**src/rtl/lis_length_stream_macros.svh**
```systemverilog
// Assertion macros for the LIS length stream block.
`ifndef LIS_LENGTH_STREAM_MACROS_SVH
`define LIS_LENGTH_STREAM_MACROS_SVH
`ifndef NO_ASSERTIONS
`define LLS_ASSERT(lbl, prop, msg) \
  lbl: assert property (@(posedge clk_i) disable iff (!rst_ni) (prop)) else $error(msg);
`define LLS_ASSERT_IMP(lbl, ante, cons, msg) \
  lbl: assert property (@(posedge clk_i) disable iff (!rst_ni) (ante) |-> (cons)) \
    else $error(msg);
`else
`define LLS_ASSERT(lbl, prop, msg)
`define LLS_ASSERT_IMP(lbl, ante, cons, msg)
`endif
`endif

```
**src/rtl/lls_pkg.sv**
```systemverilog
// Shared types and constants of the LIS length stream block.
`default_nettype none
package lls_pkg;

  localparam int unsigned VALUE_W   = 32;
  localparam int unsigned LEN_OUT_W = 11;

  typedef struct packed {
    logic                 final_res;
    logic                 overflow;
    logic [LEN_OUT_W-1:0] length;
  } lls_result_t;

endpackage
`default_nettype wire

```
**src/rtl/lls_ctrl.sv**
```systemverilog
// Sequencer: classifies each value, runs the binary search and updates the tail store.
`default_nettype none
module lls_ctrl #(
  parameter int unsigned MAX_LEN = 1024,
  localparam int unsigned AW = $clog2(MAX_LEN),
  localparam int unsigned LW = $clog2(MAX_LEN + 1)
) (
  input  wire                                clk_i,
  input  wire                                rst_ni,
  input  wire                                req_valid_i,
  output logic                               req_ready_o,
  input  wire signed [lls_pkg::VALUE_W-1:0]  value_i,
  input  wire                                first_i,
  input  wire                                last_i,
  input  wire signed [lls_pkg::VALUE_W-1:0]  rdata_i,
  output logic                               mem_we_o,
  output logic                               mem_re_o,
  output logic       [AW-1:0]                mem_addr_o,
  output logic signed [lls_pkg::VALUE_W-1:0] mem_wdata_o,
  output logic                               res_valid_o,
  input  wire                                res_ready_i,
  output lls_pkg::lls_result_t               res_o,
  output logic       [LW-1:0]                len_o
);
  import lls_pkg::*;

  typedef enum logic [1:0] {
    ST_IDLE,
    ST_DECIDE,
    ST_SEARCH,
    ST_EMIT
  } state_e;

  state_e                    state_q, state_d;
  logic signed [VALUE_W-1:0] val_q, val_d;
  logic signed [VALUE_W-1:0] head_q, head_d;
  logic signed [VALUE_W-1:0] tail_q, tail_d;
  logic                      first_q, first_d;
  logic                      last_q, last_d;
  logic                      ovf_q, ovf_d;
  logic [LW-1:0]             len_q, len_d;
  logic [AW-1:0]             lo_q, lo_d;
  logic [AW-1:0]             hi_q, hi_d;
  logic [AW-1:0]             mid_q, mid_d;

  logic [AW-1:0]             hi_init;
  logic [AW-1:0]             lo_n;
  logic [AW-1:0]             hi_n;
  logic [AW-1:0]             mid_n;
  logic [AW-1:0]             last_idx;
  logic [LW+LEN_OUT_W-1:0]   len_ext;

  assign last_idx = AW'(len_q - LW'(1));
  assign hi_init  = last_idx;

  // One search step: narrow the window by the tail read in the previous cycle.
  assign lo_n  = (rdata_i < val_q) ? (mid_q + AW'(1)) : lo_q;
  assign hi_n  = (rdata_i < val_q) ? hi_q : mid_q;
  assign mid_n = lo_n + ((hi_n - lo_n) >> 1);

  always_comb begin
    state_d     = state_q;
    val_d       = val_q;
    head_d      = head_q;
    tail_d      = tail_q;
    first_d     = first_q;
    last_d      = last_q;
    ovf_d       = ovf_q;
    len_d       = len_q;
    lo_d        = lo_q;
    hi_d        = hi_q;
    mid_d       = mid_q;
    mem_we_o    = 1'b0;
    mem_re_o    = 1'b0;
    mem_addr_o  = '0;
    mem_wdata_o = val_q;

    case (state_q)
      ST_IDLE: begin
        if (req_valid_i) begin
          val_d   = value_i;
          first_d = first_i;
          last_d  = last_i;
          ovf_d   = 1'b0;
          state_d = ST_DECIDE;
        end
      end
      ST_DECIDE: begin
        state_d = ST_EMIT;
        if (first_q || (len_q == '0)) begin
          mem_we_o = 1'b1;
          head_d   = val_q;
          tail_d   = val_q;
          len_d    = LW'(1);
        end else if (val_q < head_q) begin
          mem_we_o = 1'b1;
          head_d   = val_q;
          if (len_q == LW'(1)) begin
            tail_d = val_q;
          end
        end else if (val_q > tail_q) begin
          if (len_q < LW'(MAX_LEN)) begin
            mem_we_o   = 1'b1;
            mem_addr_o = len_q[AW-1:0];
            tail_d     = val_q;
            len_d      = len_q + LW'(1);
          end else begin
            ovf_d = 1'b1;
          end
        end else if (hi_init != '0) begin
          // Value lies within the tails: search for the first tail not below it.
          lo_d       = '0;
          hi_d       = hi_init;
          mid_d      = hi_init >> 1;
          mem_re_o   = 1'b1;
          mem_addr_o = hi_init >> 1;
          state_d    = ST_SEARCH;
        end
      end
      ST_SEARCH: begin
        if (lo_n < hi_n) begin
          lo_d       = lo_n;
          hi_d       = hi_n;
          mid_d      = mid_n;
          mem_re_o   = 1'b1;
          mem_addr_o = mid_n;
        end else begin
          // The found tail is not below the value; rewriting an equal tail is harmless.
          mem_we_o   = 1'b1;
          mem_addr_o = lo_n;
          if (lo_n == last_idx) begin
            tail_d = val_q;
          end
          if (lo_n == '0) begin
            head_d = val_q;
          end
          state_d = ST_EMIT;
        end
      end
      ST_EMIT: begin
        if (res_ready_i) begin
          state_d = ST_IDLE;
        end
      end
      default: begin
        state_d = ST_IDLE;
      end
    endcase
  end

  always_ff @(posedge clk_i or negedge rst_ni) begin
    if (!rst_ni) begin
      state_q <= ST_IDLE;
      len_q   <= '0;
    end else begin
      state_q <= state_d;
      len_q   <= len_d;
    end
  end

  always_ff @(posedge clk_i) begin
    val_q   <= val_d;
    head_q  <= head_d;
    tail_q  <= tail_d;
    first_q <= first_d;
    last_q  <= last_d;
    ovf_q   <= ovf_d;
    lo_q    <= lo_d;
    hi_q    <= hi_d;
    mid_q   <= mid_d;
  end

  assign len_ext          = (LW + LEN_OUT_W)'(len_q);
  assign req_ready_o      = (state_q == ST_IDLE);
  assign res_valid_o      = (state_q == ST_EMIT);
  assign res_o.length     = len_ext[LEN_OUT_W-1:0];
  assign res_o.overflow   = ovf_q;
  assign res_o.final_res  = last_q;
  assign len_o            = len_q;

endmodule
`default_nettype wire

```
**config.mk**
```make
export PLATFORM = sky130hd
export DESIGN_NAME = lls_ctrl
export DESIGN_NICKNAME = d
export VERILOG_FILES = /design/src/rtl/lis_length_stream_macros.svh /design/src/rtl/lls_pkg.sv /design/src/rtl/lls_ctrl.sv
export SDC_FILE = /design/constraint.sdc
export NUM_CORES = 1
export LEC_CHECK = 0
export BUFFER_PORTS_ARGS = -buffer_cell sky130_fd_sc_hd__clkbuf_2
export CAP_MARGIN = 15
export CORE_ASPECT_RATIO = 0.6
export CORE_MARGIN = 2
export CORE_UTILIZATION = 55
export CTS_CLUSTER_SIZE = 10
export DETAILED_ROUTE_END_ITERATION = 16
export PLACE_DENSITY = 0.77
export SETUP_SLACK_MARGIN = 0.15
export SYNTH_ARGS = -nofsm -noshare
export SYNTH_HDL_FRONTEND = slang
export SYNTH_SLANG_ARGS = --single-unit
export TNS_END_PERCENT = 100
```
**constraint.sdc**
```tcl
create_clock -name clk_i -period 25.8 [get_ports clk_i]
set_input_delay 5.16 -clock clk_i [delete_from_list [all_inputs] [get_ports clk_i]]
set_output_delay 5.16 -clock clk_i [all_outputs]
set_load 0.02 [all_outputs]
```
==> results of run 1 <==
## logic make-up after synthesis
family	Yosys count
adders and majority gates	124
xor gates and xnor gates	47
muxes	18
and+or+nand+nor	262
buffers and inverters	166
AOI/OAI and AO/OA	218
DFF	142
## cells in the final DEF (no fill, tap or decap), types with 6 or more instances in the layout
master and n:
a21o_1 30, a21oi_1 48, a21oi_2 9, a22oi_1 6, and2_1 14, and3_1 7
buf_4 7, clkbuf_16 17, clkbuf_2 139, dfrtp_1 13, edfxtp_1 129, ha_1 120
inv_1 125, mux2_2 6, mux2i_1 10, nand2_1 62, nand2b_1 6, nand3_1 26
nand4_1 28, nor2_1 59, nor2b_1 12, nor3_1 15, nor4_1 9, o21a_1 11
o21ai_0 33, or3_1 7, xnor2_1 19, xor2_1 28
## registers in the layout, indices dropped and copies added (netlist names)
register     count
tail_q          32
state_q          2
head_q          32
len_o           11
mem_wdata_o     32
lo_q            10
last_q           1
first_q          1
mid_q           10
ovf_q            1
hi_q            10
## through the flow
step / hold WS [ns] / utilization, % / cells
finish: 0.574 / 63.9 / 1355
floorplan: 0.506 / - / 977
global placement: 0.529 / 60.4 / 1322
global route: 0.603 / 63.9 / 1355
CTS: 0.563 / 63.8 / 1354
detailed placement: 0.552 / 60.4 / 1322
## worst max-delay path, cell delays in order
cell and delay [ns]:
clkbuf_2 0.09, ha_1 0.30, a21o_1 0.18, a2111oi_0 0.78, o21a_1 0.31, a21o_1 0.81
nor2_1 0.11, a21oi_2 0.33, ha_1 0.31, inv_1 0.06, ha_1 0.20, nor4_1 0.55
a21oi_2 0.15, o211a_1 0.24, o21ai_0 0.34, nand3_1 0.12, nor2b_1 0.15, ha_1 0.26
o41ai_2 0.63, nor3_1 0.11, nor4_1 0.40, o2bb2ai_1 0.15, clkbuf_2 0.17
## metal layers
metal | part of all wire (%) | wire [um]
met2 | 38 | 9610
met3 | 12 | 2880
met4 | 1.4 | 341
met1 | 49 | 12200
met5 | 0 | 0
## final timing paths
path | startpoint | endpoint | slack [ns] | cells after the start
hold reg to reg | state_q[0] | state_q[0] | 0.57 | 1
setup reg to reg | mem_wdata_o[29] | mid_q[9] | 18.41 | 23
setup / recovery | rdata_i[29] | mem_addr_o[8] | 8.71 | 23
max in group asynchronous | rst_ni | state_q[0] | 20.94 | 1
min in group asynchronous | rst_ni | len_o[7] | 4.61 | 1
hold / removal | state_q[0] | state_q[0] | 0.57 | 1
## area by class of cell
cell class | count | area [um^2] | share of cell area [%]
Sequential cell | 142 | 4200 | 36.8
Timing Repair Buffer | 146 | 748 | 6.55
Inverter | 126 | 473 | 4.14
Clock buffer | 20 | 447 | 3.91
Multi-Input combinational cell | 669 | 5090 | 44.6
Clock inverter | 12 | 160 | 1.40
Tap cell | 240 | 300 | 2.63
==> results.md, run 1 <==
* Clk buf depth at 2
* Post-Synth Adder-Cell Area at about 16%
* CP arrival at 11.93 ns
* Most Crowded Layer GR: met1
* DP Area at between 10000 and 15000 um^2
* Top FF cell, synth: edfxtp_1
* TritonCTS Buffers at 17
* Drt initial violations at ~900
* Post-Layout Inst Area at between 10000 and 15000 um^2
* Vias in the first global route at between 7000 and 8000
* TNS Setup at 0 ns
* Core area at 17900 um^2
* Synth cell types at 79
* Final setup skew at between 0.01 and 0.015 ns
* Cells after Synth at between 900 and 1000
* Antenna diodes at 0
* Post-synthesis mux area share at slightly below 2%
* Ys async rst share at under 10%
* Resize count post-CTS at 0
* Std-Cell Rows at 38
* Die footprint at roughly 19000 um^2
* Setup Buffers After CTS at 0
* Chip width at around 180 um
* Unrepaired setup endpoints after global routing: false
* Yosys warnings at 0
* Wirelength, routed at roughly 25 mm
* Crit Path Category: input port to primary output
* DP HPWL at between 15 and 20 mm
* Worst Setup End Kind: primary output
* Largest net degree at the start of global routing at 35
* Worst skew pair latency at approximately 0.43 ns
* Max-slew headroom at the worst pin at roughly a third
* Sink Count at approximately 140
* Synth Area in XOR/XNOR at between 4 and 5%
* CP Max Fanout at 25
* Fmax achieved at 58.5 MHz
* Starting Density at between 50% and 60%
* Commonest cells in the synthesized netlist: 129 x edfxtp_1, 125 x inv_1, 120 x ha_1
* First-pass GRT wire length at ~40 mm
* Vias post-DR at 7911
* CP required at just over 20 ns
* Startpoint types: input port
* Final worst-path cycle share at between 60% and 70%
* Chip Height at 108 um
* Layout net count at about 1300
* Port-buffer cells at 139
* Simple-Gate Fraction of Synth Area at between 10% and 20%
* Total Routing Usage GR at between 20% and 30%
* P&R area growth vs syn at 14.7%
* H-tree Lvls at 4
* Initial DRT Pass Iterations at 7
* DRC violations left at 0
* Post-synth EDFFs at around 130
* Clk slew on worst S/H paths at 0.06 ns
* Final setup viols at 0
* Gpl congestion at about 1
* Flops & latches, synth at ~140
* Synth Area in Compound Gates at between 10% and 20%
* I/O Pins at 140
* CTS tree: yes
* Final Max Slew Viols at 0
* Worst Setup Slack post-DPL at a little under 9 ns
* Synth Net Count at 1168
* Routed vias/inst at between 5 and 6
* Count leader, synth: edfxtp_1
* Final ANT Viol Nets at 0
* Synth top area share at 38.9%
* Mapped Area at 9960 um^2
* Final min period at 17.09 ns
* # fillers at around 1500
* Hold buffer count at cts at 0
* Status: finished clean
* Mean post-synth cell area at about 10 um^2
* Main combinational cell family by area after synthesis: compound AO/OA/AOI/OAI gates
* Worst-Margin Slew at approximately 1 ns
* Final Hold Vio Count at 0
* Seq/Total Area, Yosys at a little over two fifths
* Final setup margin at about 8.7 ns
* Area leader, netlist: edfxtp_1
* Largest cells by area after synthesis: edfxtp_1 39%, ha_1 15%, inv_1 4.7%
* CTS root buffer: clkbuf_16
* Hold/Removal Path Class: register to register
* Met3 GRT Util at around 7.3%
* Total congestion overflow at 0
* GR Layer Usage met1 at a little over two fifths
* Max-cap viol count at 0
* Wire per inst at around 18 um
* Number of antenna violations at the first check in global routing at 0
* GR Layer Usage met2 at roughly 36%
* Layout cells sized above 1 at 19.9%
Power of run 1 is not shown: default switching activity piles up to over one toggle a cycle in this logic, so the estimate is an artifact.
==> run 2, diff against run 1 <==
- CORE_UTILIZATION: 55 -> 53
- PLACE_DENSITY: 0.77 -> 0.78
- clock period: 25.8 -> 14.7 ns (I/O delays scaled with it)
==> run 2 against run 1 <==
Sequential share of layout area grew 0.10 points. Routed wire length is 1.4% higher. Setup slack got worse by 6.5 ns. Count of clock-buffer cells in the layout fell by 1. Flip-flop and latch count unchanged. Clock skew is 0.0020 ns higher. Design area decreased by 0.27%. Global-route usage is 1.1 points lower. Register-to-register slack got worse by 11 ns. Non-clock buffer count unchanged. Core utilization down 1.5 points. First-iteration DRC count fell by 9.5%. Critical endpoint unchanged.
==> results.md, run 2 (same netlist as run 1, synthesis figures left out) <==
* Hold/Removal Path Class: register to register
* Die footprint at roughly 20000 um^2
* TritonCTS Buffers at 17
* Vias post-DR at around 8000
* Reg area at ~4200 um^2
* Worst-Margin Slew at between 1 and 1.5 ns
* CP Max Fanout at 25
* Final Max Slew Viols at 0
* Final Hold Vio Count at 0
* Worst Setup End Kind: primary output
* P&R area growth vs syn at 14.3%
* Crit Path Category: input port to primary output
* # fillers at 1500
* Most frequent cells in the layout: 139 x clkbuf_2, 129 x edfxtp_1, 125 x inv_1, 120 x ha_1, 62 x nand2_1
* Fmax achieved at ~80 MHz
* CP arrival at between 9 and 10 ns
* H-tree Lvls at 4
* Sink Count at approximately 140
* CTS tree: yes
* DP HPWL at slightly below 20 mm
* Final setup viols at 0
* Clk buf depth at 2
* Total Routing Usage GR at about a quarter
* Gpl congestion at ~1.0
* TNS Setup at 0 ns
* Largest net degree at the start of global routing at 35
* Final worst-path cycle share at a little under nine tenths
* Worst Setup Slack post-DPL at ~2.3 ns
* Initial DRT Pass Iterations at 10
* Final ANT Viol Nets at 0
* Final setup skew at around 0.012 ns
* Most common cell after layout, fill and taps aside: clkbuf_2
* Total congestion overflow at 0
* Std-Cell Rows at 38
* DRC violations left at 0
* Layout net count at approximately 1300
* Resize count post-CTS at 0
* First-pass GRT wire length at 39.9 mm
* Layout cells sized above 1 at between 20% and 30%
* Unrepaired setup endpoints after global routing: false
* Core area at between 15000 and 20000 um^2
* I/O Pins at 140
* CP required at between 10 and 15 ns
* Chip Height at between 100 and 150 um
* Worst skew pair latency at 0.42 ns
* CTS root buffer: clkbuf_16
* Startpoint types: input port
* Number of antenna violations at the first check in global routing at 0
* Wirelength, routed at 25.4 mm
* DP Area at ~11000 um^2
* Starting Density at between 50% and 60%
* Vias in the first global route at 7280
* Post-Layout Inst Area at 11400 um^2
* Chip width at between 150 and 200 um
* Hold buffer count at cts at 0
* Final setup margin at about 2.2 ns
* Port-buffer cells at roughly 140
* Max-cap viol count at 0
* Wire per inst at 18.7 um
* Drt initial violations at just over 800
* Max-slew headroom at the worst pin at between 30% and 40%
* Footprint of the multi-input gates at a little over 5000 um^2
* Status: finished clean
* Antenna diodes at 0
* Clk slew on worst S/H paths at approximately 0.060 ns
* Setup Buffers After CTS at 0
* Routed vias/inst at slightly below 6
* Final min period at 12.54 ns
[run 2: cell count changes in the layout (fill, tap and decap cells not counted)]
cell        previous run  this run
clkinvlp_4             4         3
clkinv_2               1         3
bufinv_16              3         2
clkbuf_8               1         0
and2_2                 0         1
and2_1                14        13
clkinv_4               1         2
[run 2: worst max-delay path, stage by stage]
cell,delay (ns)
clkbuf_2,0.08
ha_1,0.30
a21o_1,0.18
a2111oi_0,0.70
o21a_1,0.32
a21o_1,0.81
nor2_1,0.14
a21oi_2,0.31
ha_1,0.31
inv_1,0.06
ha_1,0.20
nor4_1,0.51
a21oi_2,0.16
o211a_1,0.27
o21ai_0,0.41
nand3_1,0.12
nor2b_1,0.15
ha_1,0.25
o41ai_2,0.57
nor3_1,0.10
nor4_1,0.39
o2bb2ai_1,0.14
clkbuf_2,0.17
[run 2: worst paths after layout]
kind	startpoint	to	slack [ns]	cells past startpoint
max in group asynchronous	rst_ni	state_q[0]	12.01	1
setup / recovery	rdata_i[29]	mem_addr_o[8]	2.16	23
hold reg to reg	state_q[0]	state_q[0]	0.56	1
setup reg to reg	mem_wdata_o[29]	mid_q[9]	7.36	23
min in group asynchronous	rst_ni	len_o[2]	2.42	1
hold / removal	state_q[0]	state_q[0]	0.56	1
[run 2: per-layer routing]
metal,vias to the layer above,GRT usage (%),part of all wire [%]
li1,3790,-,-
met4,0,6.85,1.6
met5,-,0,0
met2,431,36.0,39
met3,30,6.50,10
met1,3729,40.8,49
[run 2: cell type report]
type,instances,area share [%]
Multi-Input combinational cell,669,44.7
Sequential cell,142,36.9
Timing Repair Buffer,146,6.57
Inverter,126,4.15
Clock buffer,19,3.80
Tap cell,240,2.64
Clock inverter,13,1.24
[run 2: stage by stage]
step / utilization, % / instances / hold WS, ns
floorplan: - / 977 / 0.506
detailed placement: 59.2 / 1322 / 0.541
global route: 62.3 / 1355 / 0.585
finish: 62.3 / 1355 / 0.555
CTS: 62.3 / 1354 / 0.552
global placement: 59.2 / 1322 / 0.531
Power of run 2 is left out for the same reason.
==> run 3, diff against run 2 <==
- CORE_MARGIN: 2 -> 3
- CORE_UTILIZATION: 53 -> 25
- PLACE_DENSITY: 0.78 -> not set
- clock period: 14.7 -> 12.2 ns (I/O delays scaled with it)
==> run 3 against run 2 <==
Sequential share of layout area is 1.2 points lower. Count of clock-buffer cells in the layout is 1 higher. Cell count is 20% higher. Critical path depth is 2 higher. Non-clock buffer count is 3 higher. First-iteration DRC count is 8.7% lower. Worst hold slack better by 0.0024 ns. Die area is 110% higher. Critical path type unchanged. Highest routed layer is now met5.
==> results.md, run 3 (same netlist as run 1, synthesis figures left out) <==
* Most frequent cells in the layout: 139 x clkbuf_2, 129 x edfxtp_1, 125 x inv_1, 120 x ha_1, 62 x nand2_1
* Chip width at ~260 um
* Final setup skew at 0.0134 ns
* Final min period at 11.37 ns
* CP required at ~9.8 ns
* Hold buffer count at cts at 0
* # fillers at 3976
* Combinational share of power at slightly above 60%
* Final setup viols at 0
* Footprint of the multi-input gates at roughly 5100 um^2
* Max-slew headroom at the worst pin at approximately 32%
* Final Core Density at 30.6%
* Reg area at 4200 um^2
* Clock share of power at 14.4%
* Worst Setup Slack post-DPL at ~1 ns
* Layout cells sized above 1 at 19.8%
* Final Max Slew Viols at 0
* TNS Setup at 0 ns
* CP Max Fanout at 15
* VDD IR-drop max at 0.000229 V
* Unrepaired setup endpoints after global routing: false
* Routed vias/inst at ~4.8
* CP arrival at slightly below 9 ns
* Seq pwr share at about a quarter
* Leakage at between 5 and 6 nW
* Layout net count at roughly 1300
* Worst-Margin Slew at around 1.0 ns
* Final worst-path cycle share at between 90% and 100%
* Clk buf depth at 2
* Port-buffer cells at about 140
* Std-Cell Rows at 55
* Setup Buffers After CTS at 0
* Final total power at 3.85 mW
* Status: finished clean
* CTS tree: yes
* Drt initial violations at approximately 740
* Fmax achieved at between 80 and 90 MHz
* Resize count post-CTS at 0
* Worst skew pair latency at approximately 0.45 ns
* Pint at just over 2 mW
* Chip Height at about 160 um
* Vias in the first global route at 7620
* Crit Path Category: input port to primary output
* Clk slew on worst S/H paths at about 0.06 ns
* DP HPWL at about 23 mm
* Largest net degree at the start of global routing at 35
* NetSw at around 1.8 mW
* Final Hold Vio Count at 0
* Wirelength, routed at between 20 and 30 mm
* P&R area growth vs syn at 18.2%
* Final ANT Viol Nets at 0
* Vias post-DR at 7867
* Starting Density at 25.9%
* Antenna diodes at 0
* TritonCTS Buffers at 17
* I/O Pins at 140
* Hold/Removal Path Class: register to register
* H-tree Lvls at 4
* Worst Setup End Kind: primary output
* Most common cell after layout, fill and taps aside: clkbuf_2
* CTS root buffer: clkbuf_16
* First-pass GRT wire length at between 40 and 50 mm
* DRC violations left at 0
* Wire per inst at 17.9 um
* Pwr dens at 327 nW/um^2
* Startpoint types: input port
* Number of antenna violations at the first check in global routing at 1
* Switch share at between 40 and 50%
* Core area at about 38000 um^2
* Max-cap viol count at 0
* Initial DRT Pass Iterations at 5
* Final setup margin at 0.828 ns
* Total Routing Usage GR at 13.7%
* Total congestion overflow at 0
* Gpl congestion at approximately 0.89
* Die footprint at around 42000 um^2
* Sink Count at 142
-- run 3: cell count changes in the layout (fill, tap and decap cells not counted), moves of 2 or more --
cell and delta:
clkinv_2 -2, inv_6 -3, bufinv_16 +2, clkinv_1 +3
buf_4 +3
-- run 3: metal layers --
metal	track usage, %	wire length [um]	vias to the layer above
li1	-	-	3786
met1	21.1	14700	3724
met2	18.9	11700	331
met3	3.49	2430	24
met4	2.90	327	2
met5	0	9	-
-- run 3: layout make-up --
class	count	area share [%]
Tap cell	513	5.45
Multi-Input combinational cell	669	43.2
Clock buffer	20	3.71
Sequential cell	142	35.7
Timing Repair Buffer	149	6.55
Clock inverter	12	1.43
Inverter	126	4.02
-- run 3: critical path, cell delays in order --
cell and delay (ns):
clkbuf_2 0.08, ha_1 0.31, nand4_1 0.19, or4_1 0.63, a221o_1 0.34, a31o_2 0.29, a21o_1 0.40, nor2_1 0.20
a21oi_2 0.06, ha_1 0.24, maj3_1 0.36, a211oi_1 0.31, a21oi_2 0.11, maj3_1 0.39, nand2_1 0.10, xor2_1 0.20
ha_1 0.31, a21o_1 0.19, a22oi_1 0.15, o31ai_1 0.15, o41ai_2 0.55, nor3_1 0.11, nor4_1 0.48, o2bb2ai_1 0.16
clkbuf_2 0.18
-- run 3: power groups by stage --
stage	clock (mW)	sequential (mW)	combinational, mW
detailed placement	0	0.911	2.35
floorplan	0	0.882	1.73
global placement	0	0.909	2.31
CTS	0.565	0.901	2.36
finish	0.555	0.901	2.39
global route	0.587	0.921	2.63
-- run 3: worst paths after layout --
| kind | start | slack, ns | to | depth (start not counted) |
|---|---|---|---|---|
| worst max-delay path | rdata_i[14] | 0.83 | mem_addr_o[8] | 25 |
| worst min-delay path | mem_wdata_o[0] | 0.56 | head_q[0] | 0 |
| worst max register to register | mem_wdata_o[14] | 5.10 | mid_q[8] | 24 |
| worst min register to register | mem_wdata_o[0] | 0.56 | head_q[0] | 0 |
| max in group asynchronous | rst_ni | 10.04 | state_q[1] | 1 |
| min in group asynchronous | rst_ni | 1.90 | len_o[9] | 1 |
-- run 3: through the flow --
step                      hold WS (ns)  cells  area [um^2]
after floorplan                  0.506    977         9960
after global placement           0.532   1599        11200
after detailed placement         0.540   1599        11200
after CTS                        0.555   1631        11800
after global routing             0.575   1631        11800
final                            0.557   1631        11800
Note: power is estimated with default switching activity, not from simulation.
